$ cat config.mk
export PLATFORM = sky130hd
export DESIGN_NAME = rgb3_queue
export DESIGN_NICKNAME = d
export VERILOG_FILES = /design/src/hw/rtl/rgb3_pkg.sv /design/src/hw/rtl/rgb3_queue.sv
export SDC_FILE = /design/constraint.sdc
export NUM_CORES = 1
export LEC_CHECK = 0
export BUFFER_PORTS_ARGS = -buffer_cell sky130_fd_sc_hd__buf_2
export CAP_MARGIN = 10
export CELL_PAD_IN_SITES_DETAIL_PLACEMENT = 2
export CELL_PAD_IN_SITES_GLOBAL_PLACEMENT = 2
export CORE_ASPECT_RATIO = 0.6
export CORE_MARGIN = 10
export CORE_UTILIZATION = 35
export DETAILED_ROUTE_END_ITERATION = 8
export PLACE_DENSITY_LB_ADDON = 0.1
export REMOVE_ABC_BUFFERS = 1
export SLEW_MARGIN = 30
export SYNTH_ARGS = -nofsm -noshare
export SYNTH_HDL_FRONTEND = slang
export SYNTH_SLANG_ARGS = --single-unit
$ cat constraint.sdc
create_clock -name clk -period 5.8 [get_ports clk]
set_clock_uncertainty 0.05 [all_clocks]
set_input_delay 0.29 -clock clk [delete_from_list [all_inputs] [get_ports clk]]
set_output_delay 0.29 -clock clk [all_outputs]
set_load 0.005 [all_outputs]
$ cat src/hw/rtl/rgb3_pkg.sv
// ----------------------------------------------------------------------------
// rgb3_pkg
// Shared types and constants of the 3x3 RGB convolution filter.
// ----------------------------------------------------------------------------
package rgb3_pkg;

  localparam int CH_W         = 8;
  localparam int PIX_W        = 3 * CH_W;
  localparam int COEF_W       = 16;
  localparam int PROD_W       = COEF_W + CH_W + 1;
  localparam int SUM_W        = PROD_W + 4;
  localparam int NUM_TAPS     = 9;
  localparam int MAX_HEIGHT   = 4096;
  localparam int WIDTH_REG_W  = 11;
  localparam int HEIGHT_REG_W = 13;
  localparam int ROW_W        = 13;
  localparam int CFG_DATA_W   = 48;
  localparam int CFG_IDX_W    = 3;
  localparam int QUEUE_DEPTH  = 4;
  localparam int QPTR_W       = $clog2(QUEUE_DEPTH);
  localparam int QCNT_W       = $clog2(QUEUE_DEPTH + 1);

  // register indexes
  localparam logic [CFG_IDX_W-1:0] REG_IMAGE_WIDTH  = 3'd0;
  localparam logic [CFG_IDX_W-1:0] REG_IMAGE_HEIGHT = 3'd1;
  localparam logic [CFG_IDX_W-1:0] REG_COEFF_LEFT   = 3'd2;
  localparam logic [CFG_IDX_W-1:0] REG_COEFF_MIDDLE = 3'd3;
  localparam logic [CFG_IDX_W-1:0] REG_COEFF_RIGHT  = 3'd4;

  localparam logic [WIDTH_REG_W-1:0]  WIDTH_RESET  = 11'd640;
  localparam logic [HEIGHT_REG_W-1:0] HEIGHT_RESET = 13'd480;
  localparam logic [CFG_DATA_W-1:0]   COEFF_RESET  = 48'h01C7_01C7_01C7;

  // item opcodes
  localparam logic OP_PIXEL = 1'b0;
  localparam logic OP_DRAIN = 1'b1;

  localparam logic [CH_W-1:0] CHAN_MAX = 8'd255;

  typedef logic [PIX_W-1:0] pixel_t;

  // one kernel column per entry, top row in the low bits
  typedef logic [2:0][CFG_DATA_W-1:0] coeff_bank_t;

  // tap index is column * 3 + row
  typedef struct packed {
    pixel_t [NUM_TAPS-1:0] tap;
    logic                  last;
  } tap_set_t;

  typedef struct packed {
    logic [WIDTH_REG_W-1:0]  width;
    logic [HEIGHT_REG_W-1:0] height;
    logic                    restart;
  } geom_t;

endpackage

$ cat src/hw/rtl/rgb3_queue.sv
// ----------------------------------------------------------------------------
// rgb3_queue
// Short FIFO of tap sets between the front and the arithmetic back end.
// ----------------------------------------------------------------------------
module rgb3_queue (
  input  logic                        clk,
  input  logic                        rst_n,
  input  logic                        push,
  input  rgb3_pkg::tap_set_t          push_data,
  input  logic                        pop,
  output rgb3_pkg::tap_set_t          pop_data,
  output logic                        nonempty,
  output logic [rgb3_pkg::QCNT_W-1:0] count
);
  import rgb3_pkg::*;

  tap_set_t          mem_r [QUEUE_DEPTH];
  logic [QPTR_W-1:0] wr_ptr_r, rd_ptr_r;
  logic [QCNT_W-1:0] count_r;

  function automatic logic [QPTR_W-1:0] ptr_inc(input logic [QPTR_W-1:0] p);
    return (p == QPTR_W'(QUEUE_DEPTH - 1)) ? '0 : p + QPTR_W'(1);
  endfunction

  assign pop_data = mem_r[rd_ptr_r];
  assign nonempty = (count_r != '0);
  assign count    = count_r;

  always_ff @(posedge clk) begin
    if (push) begin
      mem_r[wr_ptr_r] <= push_data;
    end
  end

  always_ff @(posedge clk) begin
    if (!rst_n) begin
      wr_ptr_r <= '0;
      rd_ptr_r <= '0;
      count_r  <= '0;
    end else begin
      if (push) begin
        wr_ptr_r <= ptr_inc(wr_ptr_r);
      end
      if (pop) begin
        rd_ptr_r <= ptr_inc(rd_ptr_r);
      end
      unique case ({push, pop})
        2'b10:   count_r <= count_r + QCNT_W'(1);
        2'b01:   count_r <= count_r - QCNT_W'(1);
        default: count_r <= count_r;
      endcase
    end
  end

endmodule

==> results of run 1 <==
-- cell type report --
| cell class | count | area [um2] |
|---|---|---|
| fillers | 8137 | 49400 |
| flip-flops and latches | 877 | 26300 |
| multi-input cells | 248 | 5150 |
| repair buffers | 683 | 4760 |
| clock buffers | 113 | 2270 |
| well taps | 1218 | 1520 |
| clock inverters | 41 | 369 |
| inverters | 6 | 22.5 |
| diodes | 5 | 12.5 |
-- logic make-up after synthesis --
group                    after synthesis
buffers and inverters                 54
multiplexers                         219
AO/OA/AOI/OAI                          5
adder cells (fa/ha/maj)                7
AND/OR/NAND/NOR                       15
XOR/XNOR                               2
flip-flops                           877
-- per-layer routing --
metal | wire length, um | vias to the layer above
li1 | - | 6591
met3 | 3780 | 110
met2 | 41600 | 273
met1 | 32300 | 7972
met5 | 46 | -
met4 | 1580 | 8
-- where the power goes --
group	switching [uW]	total (uW)	internal (uW)
clock network	2340	5370	3030
logic	612	1210	594
registers	79.4	7310	7240
-- layout by cell type, fill, tap and decap left out, types with 2 or more instances in the layout --
cell	synthesis	final
dlygate4sd3_1	0	221
clkinv_8	0	2
buf_4	0	8
ha_1	6	6
inv_6	0	3
nor2b_1	4	4
mux2i_1	2	2
o21ai_0	2	2
clkbuf_1	2	26
inv_1	6	6
or3_1	2	2
bufinv_16	0	6
and2_4	0	4
clkinv_2	0	11
and2_1	6	2
buf_16	0	3
dfxtp_1	9	7
buf_12	0	10
buf_2	24	441
dfxtp_4	0	2
diode_2	0	5
clkbuf_16	0	87
clkinv_1	0	18
mux4_2	217	217
edfxtp_1	868	868
nor3b_1	2	2
-- sequential cells by signal, summed over array words and instances (netlist names), named ones only --
signal	count
mem_r	868
rd_ptr_r	2
count	3
wr_ptr_r	2
-- worst max-delay path, stage by stage (launching register included) --
cell	delay, ns
dfxtp_4	0.75
buf_12	0.31
buf_16	0.46
mux4_2	0.61
buf_2	0.15
-- worst paths after layout --
kind | start | end | cells past startpoint
hold reg to reg | rd_ptr_r[1]$_SDFFE_PN0P_ | flip-flop | 2
setup reg to reg | wr_ptr_r[0]$_SDFFE_PN0P_ | mem_r[0][14]$_DFFE_PP_ | 4
setup / recovery | flip-flop | pop_data[111] | 4
hold / removal | push_data[187] | mem_r[2][187]$_DFFE_PP_ | 2
-- through the flow --
| step | TNS [ns] | hold WS (ns) |
|---|---|---|
| after global placement | 0 | 0.448 |
| after floorplan | -1186.74 | 0.339 |
| after global routing | 0 | 0.295 |
| final | 0 | 0.346 |
| after CTS | 0 | 0.261 |
| after detailed placement | 0 | 0.457 |
==> flow_summary.yaml, run 1 <==
power_and_ir_drop:
  p_per_area_nw_per_um2: 344
  power_uw: 13900
  vdd_ir_drop_max_mv: 0.181
  cellLeakagePower_uw: 0.0135
clock_tree:
  clk_pin_slew_ns: 0.06
  cts-root-buf: "clkbuf_16"
  clock_path_buffers: 3
  post_cts_buffers: 0
  hold_buffers: 221
  cts_resized: 0
  h-tree-depth: 3
  cts_buffers: 85
  cts_tree: "yes"
  cts.sinks: 877
  worstSkewPairLatency_ns: 0.63
job:
  cap_violations: 0
grt:
  grt_util_met1_pct: 18.6
  use_met3_pct: 4.01
  grt_busiest_layer: "met2"
  grt_max_degree: 95
  grt_pass1_vias: 17200
  antenna_found_initial: 10
  grt_overflow: 0
  met2_usage_pct: 26.8
  grt_first_pass_wirelength_mm: 119
  grt_use_total_pct: 15.2
timing:
  max_slew_margin_pct: 37.1
  rsz0062_at_grt: "no"
  finalCriticalPeriod_ns: 3.38
  slew_violations: 0
  fin_crit_sh_pct: 58.2
  max_freq_mhz: 296
  worst_slack_ns: 2.42
  setup_viol: 0
  tightest_slew_ns: 0.944
  hold_violations: 0
logic_synthesis:
  synthCells: 1179
  yosys.area_share.xor_xnor_pct: 0.0552
  yosysTopAreaCell: "edfxtp_1"
  avgSynthCellArea_um2: 26.9
  synth_fa_ha_area_share_pct: 0.300
  synth-edff-count: 868
  synth_seq_cells: 877
  synthTopCellsByArea: "edfxtp_1 82%, mux4_2 15%, dfxtp_1 0.57%"
  synth.distinct_cells: 22
  ys_async_sr_fraction_pct: 0
  yosysWarningCount: 0
  synth_top_family_by_area: "multiplexers"
  seq_area_frac_synth_pct: 82.7
  netlist_top_cells_count: "868 x edfxtp_1, 217 x mux4_2, 24 x buf_2, 16 x buf_6, 9 x dfxtp_1"
  synth_ff_type: "edfxtp_1"
  synthMostInstantiatedCell: "edfxtp_1"
  synth_compound_area_share_pct: 0.0946
  syn-cell-area_um2: 31700
  synth_top_area_share_pct: 82.1
  muxShareOfSynthArea_pct: 15.5
  synth-simple-area-share_pct: 0.296
final_layout:
  syn_to_final_growth_pct: 27.2
  nNetsFinal: 2129
  finalInstanceArea_um2: 40400
  instances_no_fill: 3191
  drive_above_1_share_pct: 40.4
  final_core_util_pct: 45.0
route:
  first_iter_violations: 742
  vias: 15000
  via_per_inst: 4.69
  ant_nets: 0
  drc: 0
  wl_per_cell_um: 24.8
  drtPass1Iterations: 4
  routed_wirelength_mm: 79.3
setup_path:
  path_class: "flip-flop to output port"
  cp-start-kind: "flip-flop"
  end_kind: "output port"
  crit_arrival_ns: 3.04
  worstPathRequired_ns: 5.46
  worstPathMaxFanout: 67
  reg2reg_slack_ns: 3.26
min_path:
  hp-class: "input port to flip-flop"
floorplan:
  ios: 442
  fp.coreArea_um2: 89800
  floorplan.initialDensity_pct: 35.4
  die_area_um2: 104000
  chipHeight_um: 253
  rows: 85
  fp.dieW_um: 409
placed_design:
  post-place-cells: 2810
  port_buffers: 441
  dpl_cell_area_um2: 35500
  dp_hpwl_mm: 48.0
  gp_congestion: 0.684
  place_ws_ns: 3.04
run_status:
  status: "finished clean"
Power figures use the tool's default switching activity.
==> run 2, diff against run 1 <==
- ABC_AREA: not set -> 1
- clock period: 5.8 -> 3.25 ns (I/O delays scaled with it)
==> flow_summary.yaml, run 2 <==
placed_design:
  place_ws_ns: 1.09
  port_buffers: 441
  dp_hpwl_mm: 58.0
  gp_congestion: 0.728
power_and_ir_drop:
  switching_power_uw: 6140
  p_per_area_nw_per_um2: 627
  power_uw: 25700
  pwr-share-comb_pct: 10.4
  intPower_uw: 19600
  power_frac_seq_pct: 50.7
  switching_share_pct: 23.8
  cellLeakagePower_uw: 0.0142
  vdd_ir_drop_max_mv: 0.364
  pwr-share-clk_pct: 39.0
min_path:
  min_to: "mem_r[0][18]$_DFFE_PP_"
  hold_depth: 2
  holdCritStartpoint: "push_data[18]"
  hp-class: "input port to flip-flop"
floorplan:
  ios: 442
  fp.dieW_um: 413
  rows: 86
  chipHeight_um: 256
  die_area_um2: 106000
  floorplan.initialDensity_pct: 35.3
  fp.coreArea_um2: 91800
logic_synthesis:
  synth_ff_type: "edfxtp_1"
  avgSynthCellArea_um2: 15.0
  synth-simple-area-share_pct: 5.26
  synthCells: 2157
  syn-cell-area_um2: 32400
  netlist_top_cells_count: "868 x edfxtp_1, 439 x nor2_1, 338 x o21ai_0, 217 x o22ai_1, 100 x o21ai_1"
  synth.distinct_cells: 21
  synth_compound_area_share_pct: 11.0
  synth_top_family_by_area: "compound AO/OA/AOI/OAI gates"
  synthTopCellsByArea: "edfxtp_1 80%, o21ai_0 5.2%, nor2_1 5.1%"
  ys_async_sr_fraction_pct: 0
  synth_fa_ha_area_share_pct: 0.294
  seq_area_frac_synth_pct: 81.0
  yosysTopAreaCell: "edfxtp_1"
  synth_top_area_share_pct: 80.5
  yosysWarningCount: 0
  muxShareOfSynthArea_pct: 0
  synthMostInstantiatedCell: "edfxtp_1"
  yosys.area_share.xor_xnor_pct: 0
  synth-edff-count: 868
  synth_seq_cells: 877
final_layout:
  final_core_util_pct: 44.7
  final_common_cell: "edfxtp_1"
  top_register: "mem_r"
  largest_reg_flops: 868
  syn_to_final_growth_pct: 26.7
  nNetsFinal: 3033
  drive_above_1_share_pct: 20.9
  layout_common_cells: "868 x edfxtp_1, 441 x buf_2, 439 x nor2_1"
grt:
  grt_use_total_pct: 18.4
  grt_pass1_vias: 23700
  grt_overflow: 0
  grt_first_pass_wirelength_mm: 150
  grt_max_degree: 149
  antenna_found_initial: 9
setup_path:
  path_cells: "inv_8, buf_12, o21ai_0, o22ai_1, buf_2"
  reg2reg_slack_ns: 1.19
  crit_arrival_ns: 2.59
  path_class: "flip-flop to output port"
  rr_worst_depth: 4
  path_delay_family: "buffers and inverters"
  cp-start-kind: "flip-flop"
  r2r_end: "mem_r[3][106]$_DFFE_PP_"
  worstPathMaxFanout: 81
  timing.rr.start: "wr_ptr_r[0]$_SDFFE_PN0P_"
  path_buf_inv: 3
  end_kind: "output port"
  critPathMaxStageDelay_ns: 0.39
  crit_cells: 5
  slowest_stage: "dfxtp_4"
  worstPathRequired_ns: 3.04
timing:
  worst_slack_ns: 0.449
  holdWs_ns: 0.203
  max_freq_mhz: 357
  max_slew_margin_pct: 43.9
  rsz0062_at_grt: "no"
  fin_setup_tns_ns: 0
  hold_violations: 0
  fin_crit_sh_pct: 86.2
  setup_viol: 0
  slew_violations: 0
  tightest_slew_ns: 0.842
  finalCriticalPeriod_ns: 2.80
route:
  first_iter_violations: 1107
  drtPass1Iterations: 4
  wl_per_cell_um: 24.1
  via_per_inst: 5.06
  ant_nets: 0
  routed_wirelength_mm: 99.0
  drc: 0
  vias: 20800
clock_tree:
  cts_tree: "yes"
  worstSkewPairLatency_ns: 0.65
  hold_buffers: 221
  cts-root-buf: "clkbuf_16"
  cts.sinks: 877
  clock_path_buffers: 3
  clk_pin_slew_ns: 0.06
  cts_buffers: 87
  h-tree-depth: 3
  post_cts_buffers: 0
  cts_resized: 0
job:
  cap_violations: 0
run_status:
  status: "finished clean"
==> run 2: cell types whose count changed in the layout (fill, tap and decap cells not counted), moves of 5 or more <==
cell	change
inv_8	+5
o21ai_0	+336
inv_1	+6
buf_4	+9
o22ai_1	+217
mux4_2	-217
nor2_1	+439
buf_12	+12
nand2_1	+7
o21ai_1	+100
==> run 2: power groups by stage <==
stage          combinational, uW  clock [uW]  sequential (uW)
6_report                    2670       10000            13100
5_1_grt                     2970       10700            13100
4_1_cts                     2750       10300            13100
3_5_place_dp                2510           0            13300
3_3_place_gp                2430           0            13300
2_1_floorplan               1020           0            13400
==> run 2: cell type report <==
type,instances,area [um2]
repair buffers,702,5000
diodes,3,7.51
well taps,1232,1540
clock inverters,42,412
flip-flops and latches,877,26300
inverters,18,110
multi-input cells,1119,5370
fillers,8828,50700
clock buffers,116,2350
==> run 2: kinds of logic after synthesis <==
kind of cell	Yosys count
AOI/OAI and AO/OA	660
adders and majority gates	7
buffers and inverters	161
DFF	877
and+or+nand+nor	452
==> run 2: stage by stage <==
stage                     instances  area [um2]
after floorplan                2014       31700
after global placement         3727       36100
after detailed placement       3727       36100
after CTS                      4106       41000
after global routing           4109       41000
final                          4109       41000
==> run 2: worst reg2reg max path, stage by stage, from the launching register on <==
cell and delay (ns):
dfxtp_1 0.41, ha_1 0.21, nand2_1 0.15, inv_8 0.43, buf_4 0.47
==> run 2: how the worst max path moves through the flow <==
stage                          endpoint
after global routing      pop_data[165]
after CTS                 pop_data[165]
final                     pop_data[161]
after global placement    pop_data[129]
after detailed placement   pop_data[76]
after floorplan             pop_data[0]
==> run 2: routing by layer <==
layer | up-vias | track usage [%] | part of all wire, %
met5 | - | 0 | 0.042
met4 | 8 | 5.87 | 2.7
met3 | 148 | 3.58 | 3.8
met2 | 302 | 33.2 | 52
met1 | 10900 | 21.9 | 41
li1 | 9498 | - | -
==> run 3, diff against run 2 <==
- CORE_ASPECT_RATIO: 0.6 -> not set
==> flow_summary.yaml, run 3 (synthesized netlist as in run 2, its figures left out) <==
run_status:
  status: "finished clean"
setup_path:
  r2r_end: "mem_r[0][55]$_DFFE_PP_"
  cp-start-kind: "flip-flop"
  timing.rr.start: "wr_ptr_r[0]$_SDFFE_PN0P_"
  rr_worst_depth: 5
  slowest_stage: "dfxtp_4"
  end_kind: "output port"
  path_class: "flip-flop to output port"
  reg2reg_slack_ns: 1.20
  critPathMaxStageDelay_ns: 0.56
  crit_arrival_ns: 2.71
  worstPathRequired_ns: 3.04
  worstPathMaxFanout: 160
  path_cells: "buf_12, o21ai_0, o22ai_1, buf_2"
timing:
  tightest_slew_ns: 0.921
  fin_crit_sh_pct: 89.9
  hold_violations: 0
  max_slew_margin_pct: 38.6
  fin_setup_tns_ns: 0
  rsz0062_at_grt: "no"
  holdWs_ns: 0.196
  finalCriticalPeriod_ns: 2.92
  slew_violations: 0
  max_freq_mhz: 342
  setup_viol: 0
floorplan:
  floorplan.initialDensity_pct: 35.3
  ios: 442
  rows: 111
  fp.dieW_um: 324
  die_area_um2: 105000
  fp.coreArea_um2: 91800
  chipHeight_um: 324
final_layout:
  nNetsFinal: 3047
  layout_common_cells: "868 x edfxtp_1, 441 x buf_2, 439 x nor2_1"
  final_core_util_pct: 44.9
  final_common_cell: "edfxtp_1"
  syn_to_final_growth_pct: 27.4
  drive_above_1_share_pct: 21.2
  fill_cells: 8893
  top_register: "mem_r"
  largest_reg_flops: 868
grt:
  grt_pass1_vias: 23800
  antenna_found_initial: 13
  grt_max_degree: 161
  grt_overflow: 0
  grt_use_total_pct: 18.7
  grt_first_pass_wirelength_mm: 149
placed_design:
  dp_hpwl_mm: 60.5
  gp_congestion: 0.727
  port_buffers: 441
power_and_ir_drop:
  p_per_area_nw_per_um2: 627
  power_uw: 25900
  cellLeakagePower_uw: 0.0143
  vdd_ir_drop_max_mv: 0.519
route:
  via_per_inst: 5.07
  ant_nets: 0
  first_iter_violations: 1124
  drtPass1Iterations: 4
  wl_per_cell_um: 24.2
  routed_wirelength_mm: 101
  vias: 21100
  drc: 0
job:
  cap_violations: 0
min_path:
  hp-class: "input port to flip-flop"
  holdCritStartpoint: "push_data[10]"
  hold_depth: 2
  min_to: "mem_r[1][10]$_DFFE_PP_"
clock_tree:
  h-tree-depth: 3
  worstSkewPairLatency_ns: 0.65
  cts_tree: "yes"
  cts-root-buf: "clkbuf_16"
  cts.sinks: 877
  post_cts_buffers: 0
  clock_path_buffers: 3
  clk_pin_slew_ns: 0.06
  cts_buffers: 94
## run 3: cell type report
type                    count  area (um2)  share of cell area (%)
flip-flops and latches    877       26300                    63.6
multi-input cells        1119        5370                    13.0
repair buffers            709        5080                    12.3
clock buffers             130        2540                    6.16
well taps                1243        1560                    3.77
clock inverters            43         314                   0.761
inverters                  18         110                   0.267
diodes                     11        27.5                  0.0667
## run 3: worst max path at each step
stage	to	start	slack (ns)	depth (start not counted)
floorplan	pop_data[0]	flip-flop	-12.05	3
global placement	pop_data[100]	flip-flop	1.07	5
detailed placement	pop_data[136]	flip-flop	1.02	5
CTS	pop_data[136]	flip-flop	0.29	5
global route	pop_data[155]	flip-flop	0.19	4
finish	pop_data[155]	flip-flop	0.33	4
## run 3: per-stage QoR
step / std cells / cell area [um2] / setup WS (ns)
detailed placement: 3746 / 36200 / 1.02
finish: 4150 / 41300 / 0.329
CTS: 4139 / 41200 / 0.289
global placement: 3746 / 36200 / 1.07
floorplan: 2014 / 31700 / -12.05
global route: 4145 / 41200 / 0.191
## run 3: worst max-delay path, delay by kind of cell (launching register included)
kind                   cells  cell delay, ns
AO/OA/AOI/OAI              2            0.60
buffers and inverters      2            0.59
flip-flops                 1            0.56
## run 3: report_power, final
part           total (uW)  switching (uW)  internal (uW)
sequential          13100             119          12900
combinational        2710            1740            970
clock               10100            4330           5760
total               25900            6190          19700
## run 3: timing repair
action                     4_1_cts  5_1_grt
setup endpoints to repair        0        0
gates resized for setup          0        0
hold buffers                   220        0
hold endpoints to repair       877        0
## run 3: metal layers
| layer | vias up | track usage [%] | share of wire, % |
|---|---|---|---|
| met5 | - | 0 | 0.083 |
| met3 | 160 | 4.42 | 5.3 |
| met2 | 420 | 33.8 | 52 |
| met4 | 14 | 5.72 | 2.6 |
| li1 | 9565 | - | - |
| met1 | 10900 | 21.9 | 40 |
